$ cat config.mk
export PLATFORM = sky130hd
export DESIGN_NAME = rnf_mac
export DESIGN_NICKNAME = d
export VERILOG_FILES = /design/src/rnf_pkg.sv /design/src/rnf_mac.sv
export SDC_FILE = /design/constraint.sdc
export NUM_CORES = 1
export LEC_CHECK = 0
export BUFFER_PORTS_ARGS = -buffer_cell sky130_fd_sc_hd__buf_2
export CELL_PAD_IN_SITES_DETAIL_PLACEMENT = 1
export CELL_PAD_IN_SITES_GLOBAL_PLACEMENT = 2
export CORE_MARGIN = 4
export CORE_UTILIZATION = 37
export DETAILED_ROUTE_END_ITERATION = 10
export GPL_ROUTABILITY_DRIVEN = 0
export PLACE_DENSITY_LB_ADDON = 0.1
export REMOVE_ABC_BUFFERS = 1
export SYNTH_ARGS = -nofsm -noshare
export SYNTH_HDL_FRONTEND = slang
export SYNTH_SLANG_ARGS = --single-unit
$ cat constraint.sdc
create_clock -name clk -period 3.44 [get_ports clk]
set_clock_uncertainty 0.2 [all_clocks]
set_input_delay 0.688 -clock clk [delete_from_list [all_inputs] [get_ports clk]]
set_output_delay 0.688 -clock clk [all_outputs]
set_load 0.1 [all_outputs]
$ cat src/rnf_pkg.sv
// Shared constants, types and codes for the rotation novelty filter.
package rnf_pkg;

    localparam int ELEM_W      = 16;
    localparam int NUM_ELEMS   = 9;
    localparam int ELEM_IDX_W  = 4;
    localparam int MAX_VIEWS   = 256;
    localparam int COUNT_W     = 9;
    localparam int STORE_DEPTH = MAX_VIEWS * NUM_ELEMS;
    localparam int ADDR_W      = 12;
    localparam int FRAC_BITS   = 14;
    localparam int LIMIT_W     = 17;
    localparam int TARGET_W    = 8;
    localparam int CFG_DATA_W  = 17;
    localparam int CFG_IDX_W   = 1;
    localparam int PROD_W      = 2 * ELEM_W;
    localparam int ACC_W       = 36;

    localparam logic [CFG_IDX_W-1:0] CFG_TRACE_LIMIT = 1'b0;
    localparam logic [CFG_IDX_W-1:0] CFG_VIEW_TARGET = 1'b1;

    localparam logic [LIMIT_W-1:0]  TRACE_LIMIT_RESET = 17'd49121;
    localparam logic [TARGET_W-1:0] VIEW_TARGET_RESET = 8'd255;

    typedef enum logic [1:0] {
        ST_IDLE,
        ST_COMPARE,
        ST_DRAIN,
        ST_WRITE
    } rnf_state_t;

    // Control that travels with one operand pair into the accumulate unit.
    typedef struct packed {
        logic clear;
        logic valid;
        logic last;
    } rnf_mac_ctl_t;

endpackage

$ cat src/rnf_mac.sv
// Shared multiply-accumulate unit that forms each trace and tests it against the limit.
module rnf_mac (
    input  logic                               clk,
    input  logic                               rst_n,
    input  rnf_pkg::rnf_mac_ctl_t              ctl,
    input  logic signed [rnf_pkg::ELEM_W-1:0]  elem,
    input  logic signed [rnf_pkg::ELEM_W-1:0]  view,
    input  logic signed [rnf_pkg::ACC_W-1:0]   limit,
    output logic                               pending,
    output logic                               hit
);

    logic signed [rnf_pkg::PROD_W-1:0] prod_reg;
    logic                              p_valid_reg;
    logic                              p_last_reg;
    logic signed [rnf_pkg::ACC_W-1:0]  acc_reg;
    logic signed [rnf_pkg::ACC_W-1:0]  acc_next;
    logic                              hit_reg;
    logic                              hit_next;
    logic signed [rnf_pkg::ACC_W-1:0]  sum;

    assign sum = acc_reg
               + {{(rnf_pkg::ACC_W - rnf_pkg::PROD_W){prod_reg[rnf_pkg::PROD_W-1]}}, prod_reg};

    always_comb
    begin
        acc_next = acc_reg;
        hit_next = hit_reg;
        if (ctl.clear)
        begin
            acc_next = '0;
            hit_next = 1'b0;
        end
        else if (p_valid_reg)
        begin
            if (p_last_reg)
            begin
                // The trace of one stored view is complete here.
                acc_next = '0;
                hit_next = hit_reg | (sum >= limit);
            end
            else
            begin
                acc_next = sum;
            end
        end
    end

    always_ff @(posedge clk)
    begin
        prod_reg <= elem * view;
    end

    always_ff @(posedge clk or negedge rst_n)
    begin
        if (!rst_n)
        begin
            p_valid_reg <= 1'b0;
            p_last_reg  <= 1'b0;
            acc_reg     <= '0;
            hit_reg     <= 1'b0;
        end
        else
        begin
            p_valid_reg <= ctl.valid;
            p_last_reg  <= ctl.last;
            acc_reg     <= acc_next;
            hit_reg     <= hit_next;
        end
    end

    assign pending = p_valid_reg;
    assign hit     = hit_reg;

endmodule

==> flow_metrics.env <==
export IMPL_synth_largest_area_cell="fa_1"
export IMPL_final_wirelength_um=43140
export IMPL_timing_reg2reg_worst_path_depth=19
export IMPL_routed_via_count=11987
export IMPL_ys_ff_latch=71
export IMPL_finalNetCount=2475
export IMPL_max_clock_path_buffers=2
export IMPL_crit_path_category="in2reg"
export IMPL_relSlewSlack=0.3277
export IMPL_finalWorstSetupSlack_ns=-2.472
export IMPL_worst_ep_required_time_ns=3.51
export IMPL_final_min_clock_period_ns=5.912
export IMPL_postSynth_asyncResetShare=0.5493
export IMPL_crit_reg2reg_launch="acc_reg[8]"
export IMPL_numCtsBuffers=9
export IMPL_clkTransAtPathRegs_ns=0.06
export IMPL_route_antenna_remaining_nets=0
export IMPL_floorplan_initialDensity=0.3764
export IMPL_floorplan_io_pins=75
export IMPL_number_of_enable_flip_flop_cells_after_synthesis=0
export IMPL_floorplan_core_area_sq_mm=0.03883
export IMPL_die_width_um=206.7
export IMPL_rows=72
export IMPL_critical_path_peak_fanout=6
export IMPL_grt_antenna_before_repair=0
export IMPL_postPlaceCellArea_sq_mm=0.01777
export IMPL_grt_pass1_wl_um=70100
export IMPL_grt_pass1_vias=13781
export IMPL_io_buffer_count=74
export IMPL_die_height_um=206.7
export IMPL_layout_core_utilization=0.5120
export IMPL_rsz0062_at_grt="true"
export IMPL_finalNonFillerCells=2509
export IMPL_cts_tree="yes"
export IMPL_area_sequential_sq_mm=0.001617
export IMPL_violations_in_the_final_reports="setup timing"
export IMPL_fin_crit_sh=1.719
export IMPL_timing_rr_end="hit"
export IMPL_timing_hold_worst_class="in2reg"
export IMPL_final_max_slew_violation_count=0
export IMPL_crit_path_end_kind="flop"
export IMPL_hpwlAfterDp_um=35860
export IMPL_final_cell_mix="inv_1, buf_4, fa_1"
export IMPL_syn2layout_area_growth_pct=36.01
export IMPL_post_synth_top_area_fraction=0.3602
export IMPL_num_fill_cells=4426
export IMPL_report_final_setup_viol=28
export IMPL_synthFlopType="dfrtp_1"
export IMPL_synth_cell_type_count=60
export IMPL_cp_arrival_ns=5.98
export IMPL_cp_launch_type="input pin"
export IMPL_cts_hold_buffers_added=0
export IMPL_maxCapViolations=0
export IMPL_grt_start_max_net_pins=40
export IMPL_postSynthCellCount=1586
export IMPL_yosysSeqAreaShare=0.1106
export IMPL_netlist_area_sq_mm=0.01462
export IMPL_grt_use_total=0.2022
export IMPL_grt_ovfl_total=0
export IMPL_endpoints_failing_hold=0
export IMPL_fraction_of_layout_instances_using_a_drive_strength_above_1=0.3250
export IMPL_cts_htree_levels=3
export IMPL_setup_reg_to_reg_worst_slack_ns=-0.56
export IMPL_dp_slack_ns=-3.207
export IMPL_maxClockFrequency_mhz=169.2
export IMPL_dr_first_iter_drc_count=291
export IMPL_max_slew_worst_pin_slew_ns=1.008
export IMPL_die_area_sq_mm=0.04274
export IMPL_clock_insertion_delay_worst_skew_ns=0.35
export IMPL_run_status="complete, but fails checks"
export IMPL_cp_endpoint="prod_reg[30]"
export IMPL_fin_area_sq_mm=0.01988
export IMPL_flip_flop_count_of_the_largest_register_after_layout=36
export IMPL_drc_errors=0
export IMPL_ys_warn_count=0
export IMPL_wire_per_inst_um=17.19
export IMPL_multi_input_area_sq_mm=0.01251
export IMPL_antenna_diode_count=0
export IMPL_detail_route_vias_per_cell=4.778
export IMPL_number_of_clock_sinks=71
export IMPL_dp_cells=2447
export IMPL_cts_root_buf="clkbuf_16"
export IMPL_syn_mean_instance_area_sq_um=9.215
export IMPL_detail_route_first_pass_iterations=4
export IMPL_post_synth_main_area_contributors="fa_1, ha_1, inv_1"
export IMPL_crit_path_start="elem[4]"
==> kinds of logic (layout without fill, tap and decap cells) <==
family                   count (synthesis)  count (layout)  synth area share
adder cells (fa/ha/maj)                416             416            0.4912
buffers and inverters                  388             793            0.1036
AND/OR/NAND/NOR                        382             382            0.1306
AO/OA/AOI/OAI                          259             259            0.1220
flip-flops                              71              71            0.1106
XOR/XNOR                                70              70           0.04195
==> worst min path at each step <==
stage,startpoint,endpoint,cells after the start,slack [ns]
2_1_floorplan,rst_n,acc_reg[0],0,0.19
4_1_cts,ctl[1],pending,1,0.25
6_report,ctl[1],pending,1,0.26
5_1_grt,ctl[1],pending,1,0.25
3_5_place_dp,acc_reg[0],acc_reg[0],2,0.29
3_3_place_gp,acc_reg[0],acc_reg[0],2,0.27
==> synth_stat cells, drive strengths merged, types with 6 or more instances <==
| library cell | n |
|---|---|
| nand2 | 151 |
| clkbuf | 39 |
| nor3 | 12 |
| fa | 263 |
| o21a | 14 |
| a21oi | 65 |
| nand2b | 8 |
| o21ai | 42 |
| nand4 | 11 |
| nor2b | 7 |
| dfxtp | 32 |
| ha | 153 |
| xor2 | 18 |
| a31oi | 7 |
| nand3 | 10 |
| and2 | 122 |
| a22o | 33 |
| a211oi | 14 |
| dfrtp | 39 |
| nor2 | 46 |
| xnor2 | 52 |
| o21bai | 14 |
| inv | 347 |
| a21o | 38 |
| o211ai | 6 |
==> timing repair <==
action	4_1_cts	5_1_grt
gates resized for setup	233	106
endpoints found under the setup margin	28	29
pin swaps	121	87
cloned	1	1
setup buffers	36	21
==> layout make-up <==
type	count	share of cell area
timing repair buffer	430	0.1767
clock inverter	5	0.001637
inverter	347	0.06571
tap	518	0.03261
sequential	71	0.08132
clock buffer	11	0.01278
multi-input combinational	1127	0.6293
==> critical path: stages <==
cell and delay [ns]:
buf_12 0.12, buf_4 0.13, and2_1 0.17, fa_1 0.51, fa_1 0.51, fa_1 0.60, fa_2 0.45, fa_1 0.48
inv_1 0.05, fa_1 0.47, inv_1 0.06, ha_4 0.24, buf_4 0.13, a21oi_1 0.16, o21ai_2 0.10, a21oi_2 0.15
o21ai_1 0.10, o22ai_2 0.19, o31ai_2 0.09, a21o_1 0.22, o31ai_2 0.20, xnor2_1 0.14
==> metrics by stage <==
step	hold slack (ns)	TNS (ns)
finish	0.2625	-51.69
global route	0.2488	-56.83
CTS	0.2457	-51.15
detailed placement	0.2903	-68.83
global placement	0.2699	-66.96
floorplan	0.1924	-48.48
==> layer usage <==
| metal | GRT usage | vias to the layer above | wire [um] | share of wire |
|---|---|---|---|---|
| met5 | 0 | - | 0 | 0 |
| met4 | 0.03163 | 0 | 533 | 0.012 |
| li1 | - | 5776 | - | - |
| met1 | 0.2744 | 6067 | 20060 | 0.46 |
| met3 | 0.01156 | 31 | 744 | 0.017 |
| met2 | 0.3656 | 113 | 21800 | 0.51 |
Power is left out: the tool's default activity adds up to more than one toggle a clock period on the data nets, which glitch-free logic cannot reach.
